===== config.mk =====
export PLATFORM = sky130hd
export DESIGN_NAME = serial_command_line_interpreter_flat
export DESIGN_NICKNAME = d
export VERILOG_FILES = /design/src/rtl/core/scli_pkg.sv /design/src/rtl/core/scli_if.sv /design/src/rtl/core/serial_command_line_interpreter.sv /design/src/rtl/core/scli_front.sv /design/src/rtl/core/scli_queue.sv /design/src/rtl/core/scli_back.sv /design/src/flat_wrapper.sv
export VERILOG_INCLUDE_DIRS = /design/src /design/src/rtl/core
export SDC_FILE = /design/constraint.sdc
export NUM_CORES = 1
export LEC_CHECK = 0
export BUFFER_PORTS_ARGS = -buffer_cell sky130_fd_sc_hd__buf_2
export CAP_MARGIN = 20
export CORE_MARGIN = 5
export CORE_UTILIZATION = 50
export CTS_CLUSTER_SIZE = 25
export DETAILED_ROUTE_END_ITERATION = 8
export GPL_ROUTABILITY_DRIVEN = 1
export GPL_TIMING_DRIVEN = 0
export PLACE_DENSITY = 0.7
export SYNTH_ARGS = -nofsm -noshare
export SYNTH_HDL_FRONTEND = slang
export SYNTH_SLANG_ARGS = --single-unit

===== constraint.sdc =====
create_clock -name clock -period 6.5 [get_ports clock]
set_input_delay 1.3 -clock clock [delete_from_list [all_inputs] [get_ports clock]]
set_output_delay 1.3 -clock clock [all_outputs]
set_load 0.02 [all_outputs]

===== src/rtl/core/serial_command_line_interpreter_macros.svh =====
// ----------------------------------------------------------------------------
// Serial command line interpreter assertion macros
// Shared concurrent assertion forms, clocked on clock and held off in reset.
// ----------------------------------------------------------------------------
`ifndef SERIAL_COMMAND_LINE_INTERPRETER_MACROS_SVH
`define SERIAL_COMMAND_LINE_INTERPRETER_MACROS_SVH

// The condition must never hold at a clock edge.
`define SCLI_ASSERT_NEVER(lbl, cond) \
   lbl: assert property (@(posedge clock) disable iff (reset) !(cond)) \
      else $error("scli: forbidden condition seen");

// Whenever the antecedent holds, the consequent holds in the same cycle.
`define SCLI_ASSERT_IMPLIES(lbl, ante, cons) \
   lbl: assert property (@(posedge clock) disable iff (reset) (ante) |-> (cons)) \
      else $error("scli: implication violated");

`endif


===== src/rtl/core/scli_pkg.sv =====
// ----------------------------------------------------------------------------
// Serial command line interpreter package
// Sizes, character and event codes, queue item type and decode helpers.
// ----------------------------------------------------------------------------
package scli_pkg;

   localparam int LINE_BUFFER_BYTES = 12;
   localparam int HOLD_MAX          = LINE_BUFFER_BYTES - 1;
   localparam int DIGIT_COUNT       = HOLD_MAX - 1;
   localparam int FILL_W            = $clog2(HOLD_MAX + 1);
   localparam int QUEUE_DEPTH       = 2;
   localparam int QPTR_W            = (QUEUE_DEPTH > 1) ? $clog2(QUEUE_DEPTH) : 1;
   localparam int QCNT_W            = $clog2(QUEUE_DEPTH + 1);

   localparam logic [7:0]  CHAR_NUL  = 8'h00;
   localparam logic [7:0]  CHAR_TAB  = 8'h09;
   localparam logic [7:0]  CHAR_LF   = 8'h0A;
   localparam logic [7:0]  CHAR_CR   = 8'h0D;
   localparam logic [31:0] WORD_MASK = 32'h0000_0003;

   typedef enum logic [3:0] {
      EV_ADDR_SET   = 4'd0,
      EV_LENGTH_SET = 4'd1,
      EV_BINARY     = 4'd2,
      EV_LITTLE     = 4'd3,
      EV_BIG        = 4'd4,
      EV_HEX        = 4'd5,
      EV_STARTED    = 4'd6,
      EV_STATS      = 4'd7,
      EV_UNKNOWN    = 4'd8
   } event_type;

   typedef enum logic {
      BK_IDLE  = 1'b0,
      BK_PARSE = 1'b1
   } back_state_type;

   // One executed line as it crosses from the front to the back.
   typedef struct packed {
      event_type                    cmd;
      logic [DIGIT_COUNT-1:0][7:0]  digits;
   } cmd_item_type;

   function automatic event_type classify(input logic [7:0] c);
      event_type ev;
      unique case (c)
         "a", "A": ev = EV_ADDR_SET;
         "l", "L": ev = EV_LENGTH_SET;
         "b", "B": ev = EV_BINARY;
         "e":      ev = EV_LITTLE;
         "E":      ev = EV_BIG;
         "h", "H": ev = EV_HEX;
         "s", "S": ev = EV_STARTED;
         "p", "P": ev = EV_STATS;
         default:  ev = EV_UNKNOWN;
      endcase
      return ev;
   endfunction

   function automatic logic is_hex(input logic [7:0] c);
      return ((c >= "0") && (c <= "9")) || ((c >= "a") && (c <= "f")) ||
             ((c >= "A") && (c <= "F"));
   endfunction

   // Valid only where is_hex holds; letters have a low nibble of 1 to 6.
   function automatic logic [3:0] hex_value(input logic [7:0] c);
      logic [3:0] v;
      if (c <= "9") begin
         v = c[3:0];
      end else begin
         v = 4'(c[3:0] + 4'd9);
      end
      return v;
   endfunction

endpackage


===== src/rtl/core/scli_if.sv =====
// ----------------------------------------------------------------------------
// Serial command line interpreter channels
// Valid/ready interfaces for the received byte and the event report.
// ----------------------------------------------------------------------------
interface scli_req_if;
   logic       valid;
   logic       ready;
   logic [7:0] rx_byte;

   modport source (output valid, output rx_byte, input ready);
   modport sink   (input valid, input rx_byte, output ready);
endinterface

interface scli_rsp_if;
   logic        valid;
   logic        ready;
   logic [3:0]  event_res;
   logic [31:0] start_address_out;
   logic [31:0] readout_length_out;
   logic        hex_output_out;
   logic        little_endian_out;
   logic        readout_active_out;

   modport source (output valid, output event_res, output start_address_out,
                   output readout_length_out, output hex_output_out,
                   output little_endian_out, output readout_active_out,
                   input ready);
   modport sink   (input valid, input event_res, input start_address_out,
                   input readout_length_out, input hex_output_out,
                   input little_endian_out, input readout_active_out,
                   output ready);
endinterface


===== src/rtl/core/serial_command_line_interpreter.sv =====
// ----------------------------------------------------------------------------
// Serial command line interpreter
// Line-oriented command decoder for a serial readout controller.
// ----------------------------------------------------------------------------
//
//   Channel   Direction  Carries                        Transaction
//   req_bus   in         rx_byte                        one received character
//   rsp_bus   out        event_res and current settings one event report
//
// A byte transaction is taken whenever the line queue has space; the queue
// holds two complete lines.
// Simple commands leave the back end in the cycle after they are popped; an
// address or length line first goes through the one-digit-a-cycle hex walk
// over at most ten operand digits.
// Reset is synchronous and active high; it empties the line buffer and the
// queue and clears every readout setting.
// A stalled report holds in the output register while the back end waits
// and the front end keeps collecting bytes while the queue has space.
//
// The front end stores characters into the line buffer and, on CR or LF,
// classifies the line by its first byte and queues the command together with
// the operand bytes. Lines starting with NUL, and empty lines, only clear the
// buffer. The back end executes queued lines, keeps the settings and loads
// the report register.
// ----------------------------------------------------------------------------
`include "serial_command_line_interpreter_macros.svh"

module serial_command_line_interpreter (
   input  logic        clock,
   input  logic        reset,
   scli_req_if.sink    req_bus,
   scli_rsp_if.source  rsp_bus
);

   logic                   push_valid;
   logic                   push_ready;
   scli_pkg::cmd_item_type push_item;
   logic                   pop_valid;
   logic                   pop_ready;
   scli_pkg::cmd_item_type pop_item;

   // Byte collection and command classification.
   scli_front u_front (
      .clock      (clock),
      .reset      (reset),
      .req_bus    (req_bus),
      .push_valid (push_valid),
      .push_item  (push_item),
      .push_ready (push_ready)
   );

   // Decoupling queue between the two halves.
   scli_queue u_queue (
      .clock      (clock),
      .reset      (reset),
      .push_valid (push_valid),
      .push_item  (push_item),
      .push_ready (push_ready),
      .pop_valid  (pop_valid),
      .pop_item   (pop_item),
      .pop_ready  (pop_ready)
   );

   // Command execution and the report register.
   scli_back u_back (
      .clock     (clock),
      .reset     (reset),
      .pop_valid (pop_valid),
      .pop_item  (pop_item),
      .pop_ready (pop_ready),
      .rsp_bus   (rsp_bus)
   );

   // A completed line must never be offered to a full queue.
   `SCLI_ASSERT_NEVER(a_no_lost_line, push_valid && !push_ready)

   // Reported address and length are always word aligned.
   `SCLI_ASSERT_IMPLIES(a_aligned, rsp_bus.valid,
      (rsp_bus.start_address_out[1:0] == 2'b00) &&
      (rsp_bus.readout_length_out[1:0] == 2'b00))

   // A start report always shows readout as active.
   `SCLI_ASSERT_IMPLIES(a_start_active,
      rsp_bus.valid && (rsp_bus.event_res == scli_pkg::EV_STARTED),
      rsp_bus.readout_active_out)

endmodule


===== src/rtl/core/scli_front.sv =====
// ----------------------------------------------------------------------------
// Serial command line interpreter front end
// Collects received bytes into the line buffer and queues complete lines.
// ----------------------------------------------------------------------------
module scli_front (
   input  logic                  clock,
   input  logic                  reset,
   scli_req_if.sink              req_bus,
   output logic                  push_valid,
   output scli_pkg::cmd_item_type push_item,
   input  logic                  push_ready
);

   logic [scli_pkg::HOLD_MAX-1:0][7:0] line_ff, line_in;
   logic [scli_pkg::FILL_W-1:0]        fill_ff, fill_in;
   logic                               accept;
   logic                               eol;

   assign req_bus.ready = push_ready;
   assign accept        = req_bus.valid && push_ready;
   assign eol           = (req_bus.rx_byte == scli_pkg::CHAR_LF) ||
                          (req_bus.rx_byte == scli_pkg::CHAR_CR);

   // A line whose first byte is NUL (an empty line included) reports nothing.
   assign push_valid       = accept && eol && (line_ff[0] != scli_pkg::CHAR_NUL);
   assign push_item.cmd    = scli_pkg::classify(line_ff[0]);
   assign push_item.digits = line_ff[scli_pkg::HOLD_MAX-1:1];

   always_comb begin
      line_in = line_ff;
      fill_in = fill_ff;
      if (accept) begin
         priority if (req_bus.rx_byte == scli_pkg::CHAR_TAB) begin
            line_in = line_ff;
         end else if (eol) begin
            line_in = '0;
            fill_in = '0;
         end else if (fill_ff < scli_pkg::FILL_W'(scli_pkg::HOLD_MAX)) begin
            for (int i = 0; i < scli_pkg::HOLD_MAX; i++) begin
               if (fill_ff == scli_pkg::FILL_W'(i)) begin
                  line_in[i] = req_bus.rx_byte;
               end
            end
            fill_in = fill_ff + 1'b1;
         end else begin
            // The buffer is full, so the byte is dropped.
            fill_in = fill_ff;
         end
      end
   end

   always_ff @(posedge clock) begin
      if (reset) begin
         line_ff <= '0;
         fill_ff <= '0;
      end else begin
         line_ff <= line_in;
         fill_ff <= fill_in;
      end
   end

endmodule


===== src/rtl/core/scli_queue.sv =====
// ----------------------------------------------------------------------------
// Serial command line interpreter line queue
// Short first-in first-out store of queued lines between front and back.
// ----------------------------------------------------------------------------
module scli_queue (
   input  logic                   clock,
   input  logic                   reset,
   input  logic                   push_valid,
   input  scli_pkg::cmd_item_type push_item,
   output logic                   push_ready,
   output logic                   pop_valid,
   output scli_pkg::cmd_item_type pop_item,
   input  logic                   pop_ready
);

   scli_pkg::cmd_item_type [scli_pkg::QUEUE_DEPTH-1:0] slot_ff;
   logic [scli_pkg::QPTR_W-1:0] wr_ptr_ff, wr_ptr_in;
   logic [scli_pkg::QPTR_W-1:0] rd_ptr_ff, rd_ptr_in;
   logic [scli_pkg::QCNT_W-1:0] count_ff, count_in;
   logic                        do_push, do_pop;

   assign push_ready = (count_ff != scli_pkg::QCNT_W'(scli_pkg::QUEUE_DEPTH));
   assign pop_valid  = (count_ff != '0);
   assign pop_item   = slot_ff[rd_ptr_ff];
   assign do_push    = push_valid && push_ready;
   assign do_pop     = pop_valid && pop_ready;

   always_comb begin
      wr_ptr_in = wr_ptr_ff;
      rd_ptr_in = rd_ptr_ff;
      count_in  = count_ff;
      if (do_push) begin
         wr_ptr_in = (wr_ptr_ff == scli_pkg::QPTR_W'(scli_pkg::QUEUE_DEPTH - 1)) ?
                     '0 : wr_ptr_ff + 1'b1;
      end
      if (do_pop) begin
         rd_ptr_in = (rd_ptr_ff == scli_pkg::QPTR_W'(scli_pkg::QUEUE_DEPTH - 1)) ?
                     '0 : rd_ptr_ff + 1'b1;
      end
      if (do_push && !do_pop) begin
         count_in = count_ff + 1'b1;
      end else if (do_pop && !do_push) begin
         count_in = count_ff - 1'b1;
      end
   end

   always_ff @(posedge clock) begin
      if (reset) begin
         wr_ptr_ff <= '0;
         rd_ptr_ff <= '0;
         count_ff  <= '0;
      end else begin
         wr_ptr_ff <= wr_ptr_in;
         rd_ptr_ff <= rd_ptr_in;
         count_ff  <= count_in;
      end
   end

   always_ff @(posedge clock) begin
      if (do_push) begin
         slot_ff[wr_ptr_ff] <= push_item;
      end
   end

endmodule


===== src/rtl/core/scli_back.sv =====
// ----------------------------------------------------------------------------
// Serial command line interpreter back end
// Executes queued lines, parses hex operands and holds the report register.
// ----------------------------------------------------------------------------
module scli_back (
   input  logic                   clock,
   input  logic                   reset,
   input  logic                   pop_valid,
   input  scli_pkg::cmd_item_type pop_item,
   output logic                   pop_ready,
   scli_rsp_if.source             rsp_bus
);

   scli_pkg::back_state_type state_ff, state_in;

   logic [scli_pkg::DIGIT_COUNT-1:0][7:0] digits_ff, digits_in;
   logic [31:0]          acc_ff, acc_in;
   scli_pkg::event_type  cmd_ff, cmd_in;
   scli_pkg::event_type  event_ff, event_in;
   logic                 rsp_valid_ff, rsp_valid_in;
   logic [31:0]          start_ff, start_in;
   logic [31:0]          length_ff, length_in;
   logic                 hex_ff, hex_in;
   logic                 little_ff, little_in;
   logic                 active_ff, active_in;
   logic                 slot_free;
   logic                 load;

   assign slot_free = !rsp_valid_ff || rsp_bus.ready;

   always_comb begin
      state_in  = state_ff;
      digits_in = digits_ff;
      acc_in    = acc_ff;
      cmd_in    = cmd_ff;
      event_in  = event_ff;
      start_in  = start_ff;
      length_in = length_ff;
      hex_in    = hex_ff;
      little_in = little_ff;
      active_in = active_ff;
      pop_ready = 1'b0;
      load      = 1'b0;

      unique case (state_ff)
         scli_pkg::BK_IDLE: begin
            pop_ready = slot_free;
            if (pop_valid && slot_free) begin
               if ((pop_item.cmd == scli_pkg::EV_ADDR_SET) ||
                   (pop_item.cmd == scli_pkg::EV_LENGTH_SET)) begin
                  digits_in = pop_item.digits;
                  acc_in    = '0;
                  cmd_in    = pop_item.cmd;
                  state_in  = scli_pkg::BK_PARSE;
               end else begin
                  load     = 1'b1;
                  event_in = pop_item.cmd;
                  unique case (pop_item.cmd)
                     scli_pkg::EV_BINARY:  hex_in    = 1'b0;
                     scli_pkg::EV_HEX:     hex_in    = 1'b1;
                     scli_pkg::EV_LITTLE:  little_in = 1'b1;
                     scli_pkg::EV_BIG:     little_in = 1'b0;
                     scli_pkg::EV_STARTED: active_in = 1'b1;
                     default:              active_in = active_ff;
                  endcase
               end
            end
         end
         scli_pkg::BK_PARSE: begin
            // One digit a cycle; a zero shifted in behind the last held byte
            // always ends the walk.
            if (scli_pkg::is_hex(digits_ff[0])) begin
               acc_in    = {acc_ff[27:0], scli_pkg::hex_value(digits_ff[0])};
               digits_in = {8'h00, digits_ff[scli_pkg::DIGIT_COUNT-1:1]};
            end else if (slot_free) begin
               load     = 1'b1;
               event_in = cmd_ff;
               state_in = scli_pkg::BK_IDLE;
               if (cmd_ff == scli_pkg::EV_ADDR_SET) begin
                  start_in = acc_ff & ~scli_pkg::WORD_MASK;
               end else begin
                  length_in = (acc_ff + scli_pkg::WORD_MASK) & ~scli_pkg::WORD_MASK;
               end
            end
         end
         default: state_in = scli_pkg::BK_IDLE;
      endcase

      if (load) begin
         rsp_valid_in = 1'b1;
      end else if (rsp_bus.ready) begin
         rsp_valid_in = 1'b0;
      end else begin
         rsp_valid_in = rsp_valid_ff;
      end
   end

   always_ff @(posedge clock) begin
      if (reset) begin
         state_ff     <= scli_pkg::BK_IDLE;
         rsp_valid_ff <= 1'b0;
         start_ff     <= '0;
         length_ff    <= '0;
         hex_ff       <= 1'b0;
         little_ff    <= 1'b0;
         active_ff    <= 1'b0;
      end else begin
         state_ff     <= state_in;
         rsp_valid_ff <= rsp_valid_in;
         start_ff     <= start_in;
         length_ff    <= length_in;
         hex_ff       <= hex_in;
         little_ff    <= little_in;
         active_ff    <= active_in;
      end
   end

   always_ff @(posedge clock) begin
      digits_ff <= digits_in;
      acc_ff    <= acc_in;
      cmd_ff    <= cmd_in;
      event_ff  <= event_in;
   end

   // Settings change only when a report is loaded, so they double as payload.
   assign rsp_bus.valid              = rsp_valid_ff;
   assign rsp_bus.event_res          = event_ff;
   assign rsp_bus.start_address_out  = start_ff;
   assign rsp_bus.readout_length_out = length_ff;
   assign rsp_bus.hex_output_out     = hex_ff;
   assign rsp_bus.little_endian_out  = little_ff;
   assign rsp_bus.readout_active_out = active_ff;

endmodule


===== src/flat_wrapper.sv =====
// flat-port wrapper written by rule: the top's interface ports become plain ports
module serial_command_line_interpreter_flat 
  (clock, reset, req_bus_valid, req_bus_rx_byte, req_bus_ready, rsp_bus_valid, rsp_bus_event_res, rsp_bus_start_address_out, rsp_bus_readout_length_out, rsp_bus_hex_output_out, rsp_bus_little_endian_out, rsp_bus_readout_active_out, rsp_bus_ready);
  scli_req_if req_bus_i ();
  scli_rsp_if rsp_bus_i ();
  input  logic clock;
  input  logic reset;
  input wire logic [$bits(req_bus_i.valid)-1:0] req_bus_valid;
  input wire logic [$bits(req_bus_i.rx_byte)-1:0] req_bus_rx_byte;
  output wire logic [$bits(req_bus_i.ready)-1:0] req_bus_ready;
  output wire logic [$bits(rsp_bus_i.valid)-1:0] rsp_bus_valid;
  output wire logic [$bits(rsp_bus_i.event_res)-1:0] rsp_bus_event_res;
  output wire logic [$bits(rsp_bus_i.start_address_out)-1:0] rsp_bus_start_address_out;
  output wire logic [$bits(rsp_bus_i.readout_length_out)-1:0] rsp_bus_readout_length_out;
  output wire logic [$bits(rsp_bus_i.hex_output_out)-1:0] rsp_bus_hex_output_out;
  output wire logic [$bits(rsp_bus_i.little_endian_out)-1:0] rsp_bus_little_endian_out;
  output wire logic [$bits(rsp_bus_i.readout_active_out)-1:0] rsp_bus_readout_active_out;
  input wire logic [$bits(rsp_bus_i.ready)-1:0] rsp_bus_ready;
  assign req_bus_i.valid = req_bus_valid;
  assign req_bus_i.rx_byte = req_bus_rx_byte;
  assign req_bus_ready = req_bus_i.ready;
  assign rsp_bus_valid = rsp_bus_i.valid;
  assign rsp_bus_event_res = rsp_bus_i.event_res;
  assign rsp_bus_start_address_out = rsp_bus_i.start_address_out;
  assign rsp_bus_readout_length_out = rsp_bus_i.readout_length_out;
  assign rsp_bus_hex_output_out = rsp_bus_i.hex_output_out;
  assign rsp_bus_little_endian_out = rsp_bus_i.little_endian_out;
  assign rsp_bus_readout_active_out = rsp_bus_i.readout_active_out;
  assign rsp_bus_i.ready = rsp_bus_ready;
  serial_command_line_interpreter u_core (.clock(clock), .reset(reset), .req_bus(req_bus_i), .rsp_bus(rsp_bus_i));
endmodule

==> results.json, run 1 <==
{
  "diodes": 0,
  "worstRegToRegCells": 8,
  "finalPower_w": 0.00654,
  "grt_pass1_vias": 11200,
  "clock_skew_ns": 0.0173,
  "drt-initial-drc-count": 932,
  "syn_to_final_growth_pct": 14.3,
  "cap_violations": 0,
  "cp-end-kind": "flip-flop",
  "cts_buffers": 45,
  "synth_ff_type": "edfxtp_1",
  "drc": 0,
  "final.min_clock_period_ns": 4.07,
  "die_h_um": 199,
  "tightest_slew_ns": 1.01,
  "utilization_pct": 57.6,
  "yosysSeqAreaShare_pct": 66.6,
  "rsz0062_at_grt": "false",
  "hp-start": "u_core.u_front.push_item[58]$_SDFFE_PP0P_",
  "worst_ep_required_time_ns": 6.75,
  "grt_max_degree": 58,
  "p_switching_w": 0.00160,
  "cts_resized": 0,
  "clock_path_buffers": 3,
  "cts_num_sinks": 449,
  "async_flop_share_pct": 0,
  "layout-drive-gt1-share_pct": 11.9,
  "drtPass1Iterations": 5,
  "htreeDepth": 2,
  "wl_met3_um": 2430,
  "timing.hold.ws_ns": 0.442,
  "critPathKind": "in -> reg",
  "min_path_type": "reg -> reg",
  "vias_per_cell": 5.61,
  "wirelength_um": 39900,
  "core.rowCount": 69,
  "slew_headroom_pct": 32.3,
  "wl_met2_um": 19300,
  "comb_power_share_pct": 12.1,
  "highest_layer": "met5",
  "swShare_pct": 24.5,
  "pwr-share-seq_pct": 49.1,
  "leakage_nw": 6.87,
  "synth_edf_count": 288,
  "grt_pass1_wl_um": 61900,
  "cts_tree": "built",
  "gp_congestion": 0.825,
  "postCtsSetupBuffers": 0,
  "cts_hold_buf": 0,
  "grt_overflow": 0,
  "slew_violations": 0,
  "synthCells": 1423,
  "cts_root_buf": "clkbuf_16",
  "fp.dieW_um": 199,
  "io_pins": 85,
  "finalSetupViolCount": 0,
  "wl_per_cell_um": 19.5,
  "r2r_start": "u_core.u_queue.count_ff[0]$_SDFFE_PP0P_",
  "ir_drop_uv": 228,
  "core_area_um2": 35400,
  "ys_seq_elements": 449,
  "hpwlAfterDp_um": 26500,
  "yosys_warnings": 0,
  "finalHoldViolCount": 0,
  "power.density_nw_per_um2": 321,
  "status": "finished clean",
  "fmax_mhz": 246,
  "synth.distinct_cells": 62,
  "io_buffers": 76,
  "worstHoldPathCells": 0,
  "final_antenna_net_count": 0,
  "dr_total_vias": 11512,
  "critical_path_arrival_ns": 4.32,
  "antenna_found_initial": 1,
  "die_area_um2": 39500,
  "startpoint_type": "input pin",
  "insertion_delay_ns": 0.55,
  "reg2reg_to": "u_core.u_queue.slot_ff[55]$_DFFE_PP_",
  "n_fill_cell": 2896,
  "clkTransAtPathRegs_ns": 0.06,
  "start_util_pct": 50.4,
  "reg2reg_slack_ns": 2.93,
  "grt_use_total_pct": 19.9,
  "fin_nets": 1575,
  "p_int_w": 0.00494,
  "worstPathMaxFanout": 21,
  "clockPowerShare_pct": 38.8,
  "drt-met1-wl_um": 17200,
  "synth_area_per_cell_um2": 12.5,
  "syn_area_um2": 17800,
  "period_share_pct": 62.5,
  "hold_end": "u_core.u_queue.slot_ff[142]$_DFFE_PP_",
  "fin_setup_tns_ns": 0
}
-- cell families (layout without fill, tap and decap cells) --
logic type | count (synthesis) | count (layout) | synth area share (%)
XOR/XNOR | 38 | 38 | 1.87
flip-flops | 449 | 449 | 66.6
buffers and inverters | 109 | 274 | 2.56
multiplexers | 134 | 134 | 7.58
AO/OA/AOI/OAI | 240 | 240 | 9.17
AND/OR/NAND/NOR | 444 | 444 | 11.6
other | 1 | 4 | 0.0210
adder cells (fa/ha/maj) | 8 | 8 | 0.561
-- critical path, stage by stage --
cell and delay (ns):
buf_2 0.25, or3b_4 0.49, a2111o_1 0.37, buf_6 0.17, a211oi_1 0.51, nor2b_4 0.73, buf_12 0.27, buf_16 0.18
-- layout by cell type, fill, tap and decap left out, types with 47 or more instances in the layout --
cell	Yosys	routed
nor2_1	121	121
buf_2	11	87
clkbuf_1	74	90
clkbuf_16	0	47
mux2i_1	126	126
nand2_1	173	173
a21oi_1	52	52
dfxtp_1	161	161
o21ai_0	78	78
edfxtp_1	288	288
-- layout make-up --
type / count / area, um2 / area share [%]
Clock inverter: 18 / 184 / 0.902
Sequential cell: 449 / 11900 / 58.2
Inverter: 13 / 53.8 / 0.264
Tap cell: 461 / 577 / 2.83
Clock buffer: 65 / 1260 / 6.20
Timing Repair Buffer: 82 / 507 / 2.49
Buffer: 96 / 408 / 2.00
Multi-Input combinational cell: 868 / 5520 / 27.1
-- power groups by stage --
stage / combinational, W / clock [W] / sequential, W
5_1_grt: 0.000863 / 0.00270 / 0.00322
3_5_place_dp: 0.000788 / 0 / 0.00327
6_report: 0.000793 / 0.00254 / 0.00321
4_1_cts: 0.000793 / 0.00258 / 0.00321
3_3_place_gp: 0.000765 / 0 / 0.00328
2_1_floorplan: 0.000543 / 0 / 0.00329
-- per-stage QoR --
| stage | setup WS [ns] | cells | area [um2] |
|---|---|---|---|
| final | 2.43 | 2052 | 20400 |
| after global routing | 2.27 | 2052 | 20400 |
| after CTS | 2.40 | 2052 | 20400 |
| after detailed placement | 1.82 | 1969 | 18900 |
| after global placement | -0.788 | 1963 | 18800 |
| after floorplan | 1.02 | 1426 | 17800 |
-- state kept, by name, indices dropped and copies added, names as in the netlist, 2 cells and up --
signal and flops:
u_core.u_queue.count_ff 2, u_core.u_back.rsp_bus.start_address_out 30, u_core.u_front.line_ff 8, u_core.u_front.push_item 80, u_core.u_queue.slot_ff 168, u_core.u_back.rsp_bus.readout_length_out 30, u_core.u_back.digits_ff 80, u_core.u_front.fill_ff 4
u_core.u_back.cmd_ff 4, u_core.u_back.acc_ff 32, u_core.u_back.rsp_bus.event_res 4
-- synthesized netlist by cell type (3+ instances only) --
cell type / number / area share (%)
clkbuf_1: 74 / 1.6
nand2_1: 173 / 3.6
o21ai_0: 78 / 2.2
nor3_1: 17 / 0.48
ha_1: 8 / 0.56
or3b_1: 5 / 0.25
nand3_1: 11 / 0.31
o22ai_1: 9 / 0.32
dfxtp_1: 161 / 18
nor2_1: 121 / 2.5
nand4_1: 17 / 0.60
nor4_1: 5 / 0.18
inv_1: 13 / 0.27
and4_1: 5 / 0.25
a211oi_1: 32 / 1.3
a2bb2oi_1: 6 / 0.29
nand2b_1: 21 / 0.74
or3b_2: 8 / 0.39
a2111oi_4: 4 / 0.62
buf_1: 4 / 0.084
xor2_1: 20 / 0.98
o21a_1: 3 / 0.13
mux2_2: 8 / 0.51
xnor2_1: 18 / 0.88
and3_1: 4 / 0.14
a21oi_1: 52 / 1.5
buf_2: 11 / 0.31
edfxtp_1: 288 / 49
and2_1: 38 / 1.3
or3_1: 5 / 0.18
a32oi_1: 32 / 1.6
nand3b_1: 3 / 0.13
nor2b_1: 3 / 0.11
buf_4: 5 / 0.21
mux2i_1: 126 / 7.1
-- how the worst max path moves through the flow --
stage | startpoint | endpoint | slack [ns] | cells after the start
after floorplan | req_bus_rx_byte[5] | u_core.u_queue.slot_ff[0]$_DFFE_PP_ | 1.02 | 6
after global placement | req_bus_rx_byte[5] | u_core.u_queue.slot_ff[36]$_DFFE_PP_ | -0.79 | 6
after detailed placement | req_bus_rx_byte[5] | u_core.u_queue.slot_ff[37]$_DFFE_PP_ | 1.82 | 8
after CTS | req_bus_rx_byte[5] | u_core.u_queue.slot_ff[55]$_DFFE_PP_ | 2.40 | 8
after global routing | req_bus_rx_byte[5] | u_core.u_queue.slot_ff[55]$_DFFE_PP_ | 2.27 | 8
final | req_bus_rx_byte[5] | u_core.u_queue.slot_ff[55]$_DFFE_PP_ | 2.43 | 8
-- metal layers --
metal,vias up,track usage [%]
met5,-,0
met4,2,5.80
met3,78,3.12
met2,379,33.5
met1,5623,27.1
li1,5430,-
(Power assumes the default switching activity.)
==> run 2: changes to the inputs <==
- clock period: 6.5 -> 3.6 ns (I/O delays scaled with it)
==> results.json, run 2 (synthesized netlist as in run 1, its figures left out) <==
{
  "startpoint_type": "flip-flop",
  "grt_overflow": 0,
  "startpoint": "u_core.u_queue.count_ff[0]$_SDFFE_PP0P_",
  "wl_per_cell_um": 19.6,
  "period_share_pct": 88.8,
  "cts_num_sinks": 449,
  "critical_path_arrival_ns": 3.41,
  "syn_to_final_growth_pct": 14.3,
  "final.min_clock_period_ns": 3.20,
  "worstPathCellList": "nand2b_1 > buf_2 > nand2_1 > clkbuf_1 > a211oi_4 > and2_4 > buf_16",
  "tightest_slew_ns": 1.01,
  "r2r_start": "u_core.u_queue.count_ff[0]$_SDFFE_PP0P_",
  "io_pins": 85,
  "final_cell_mix": "288 x edfxtp_1, 173 x nand2_1, 161 x dfxtp_1",
  "slew_headroom_pct": 32.8,
  "wirelength_um": 40300,
  "diodes": 0,
  "final_antenna_net_count": 0,
  "finalSetupViolCount": 0,
  "cts_buffers": 45,
  "vias_per_cell": 5.58,
  "io_buffers": 76,
  "crit_family": "simple AND/OR/NAND/NOR gates",
  "largest_reg_flops": 168,
  "fp.dieW_um": 199,
  "worstRegToRegCells": 7,
  "worstPathMaxFanout": 52,
  "min_path_type": "reg -> reg",
  "grt_use_total_pct": 20.1,
  "critPathMaxStageDelay_ns": 0.53,
  "grt_max_degree": 53,
  "drt-initial-drc-count": 861,
  "antenna_found_initial": 0,
  "drt-met1-wl_um": 17000,
  "place_inst": 1970,
  "wl_met3_um": 2380,
  "cp_slowest_cell": "and2_4",
  "grt_pass1_wl_um": 62200,
  "hpwlAfterDp_um": 26500,
  "start_util_pct": 50.4,
  "n_fill_cell": 2872,
  "cts_root_buf": "clkbuf_16",
  "cp-end-kind": "flip-flop",
  "placed_area_um2": 19000,
  "cp_num_cells": 7,
  "wl_met2_um": 19900,
  "status": "finished clean",
  "cap_violations": 0,
  "ir_drop_uv": 471,
  "insertion_delay_ns": 0.56,
  "finalHoldViolCount": 0,
  "fin_nets": 1576,
  "reg2reg_to": "u_core.u_queue.slot_ff[113]$_DFFE_PP_",
  "power.density_nw_per_um2": 574,
  "leakage_nw": 6.86,
  "regMostFlops": "u_core.u_queue.slot_ff",
  "highest_layer": "met4",
  "drtPass1Iterations": 5,
  "final_area_um2": 20400,
  "fmax_mhz": 313,
  "clock_skew_ns": 0.0163,
  "layout-drive-gt1-share_pct": 12.6,
  "dr_total_vias": 11455,
  "die_area_um2": 39500,
  "crit_end": "u_core.u_queue.slot_ff[113]$_DFFE_PP_",
  "cts_hold_buf": 0,
  "drc": 0,
  "crit_buf_inv": 3,
  "finalNonFillerCells": 2054,
  "cts_tree": "built",
  "htreeDepth": 2,
  "worst_ep_required_time_ns": 3.82,
  "final_common_cell": "edfxtp_1",
  "core_area_um2": 35400,
  "slew_violations": 0,
  "critPathKind": "reg -> reg",
  "clock_path_buffers": 3,
  "core.rowCount": 69,
  "clkTransAtPathRegs_ns": 0.06,
  "gp_congestion": 0.814,
  "grt_pass1_vias": 11285,
  "reg2reg_slack_ns": 0.40,
  "die_h_um": 199,
  "rsz0062_at_grt": "false"
}
## run 2: cell count changes in the layout (fill, tap and decap cells not counted), moves of 2 or more
| cell | before | now |
|---|---|---|
| buf_16 | 3 | 1 |
| bufinv_16 | 4 | 1 |
| clkinv_2 | 5 | 11 |
| buf_12 | 2 | 5 |
| clkinvlp_4 | 0 | 3 |
| clkbuf_1 | 90 | 86 |
## run 2: worst min-delay path by stage
stage | from | endpoint | cells past startpoint
6_report | u_core.u_front.push_item[67]$_SDFFE_PP0P_ | u_core.u_queue.slot_ff[67]$_DFFE_PP_ | 0
5_1_grt | u_core.u_front.push_item[47]$_SDFFE_PP0P_ | u_core.u_queue.slot_ff[131]$_DFFE_PP_ | 0
4_1_cts | u_core.u_front.push_item[55]$_SDFFE_PP0P_ | u_core.u_queue.slot_ff[139]$_DFFE_PP_ | 0
3_5_place_dp | u_core.u_front.push_item[66]$_SDFFE_PP0P_ | u_core.u_queue.slot_ff[66]$_DFFE_PP_ | 0
3_3_place_gp | u_core.u_front.push_item[66]$_SDFFE_PP0P_ | u_core.u_queue.slot_ff[150]$_DFFE_PP_ | 0
2_1_floorplan | u_core.u_front.push_item[64]$_SDFFE_PP0P_ | u_core.u_queue.slot_ff[148]$_DFFE_PP_ | 0
## run 2: per-stage QoR
stage / setup TNS, ns / worst slack [ns] / utilization (%) / power (W) / hold slack, ns
6_report: 0 / 0.404 / 57.6 / 0.0117 / 0.449
5_1_grt: 0 / 0.200 / 57.6 / 0.0121 / 0.462
4_1_cts: 0 / 0.220 / 57.6 / 0.0118 / 0.439
3_5_place_dp: 0 / 0.0740 / 53.6 / 0.00734 / 0.435
3_3_place_gp: -292.09 / -1.22 / 53.2 / 0.00731 / 0.423
2_1_floorplan: -14.82 / -0.176 / - / 0.00692 / 0.416
## run 2: where the power goes
group	internal (W)	total (W)	switching, W
Sequential	0.00569	0.00580	0.000108
Combinational	0.000512	0.00145	0.000935
Clock	0.00255	0.00445	0.00190
Total	0.00875	0.0117	0.00294
## run 2: final cells by class
| cell class | instances | area [um2] | share of cell area, % |
|---|---|---|---|
| tap | 461 | 577 | 2.83 |
| clock inverter | 22 | 135 | 0.663 |
| multi-input combinational | 868 | 5540 | 27.2 |
| clock buffer | 62 | 1270 | 6.25 |
| timing repair buffer | 83 | 512 | 2.51 |
| sequential | 449 | 11900 | 58.2 |
| inverter | 13 | 52.6 | 0.258 |
| buffer | 96 | 418 | 2.05 |
## run 2: worst register-to-register path, stage by stage (launching register included)
cell      delay [ns]
dfxtp_1         0.42
nand2b_1        0.21
buf_2           0.25
nand2_1         0.27
clkbuf_1        0.38
a211oi_4        0.40
and2_4          0.53
buf_16          0.32
## run 2: per-layer routing
layer  up-vias  track usage, %
met5         -               0
met4         0            6.18
met3        59            3.32
met2       336            34.2
met1      5614            26.8
li1       5446               -
## run 2: what timing repair did
item	4_1_cts	5_1_grt
resized for setup	0	1
endpoints found under the setup margin	0	82
setup buffers	0	0
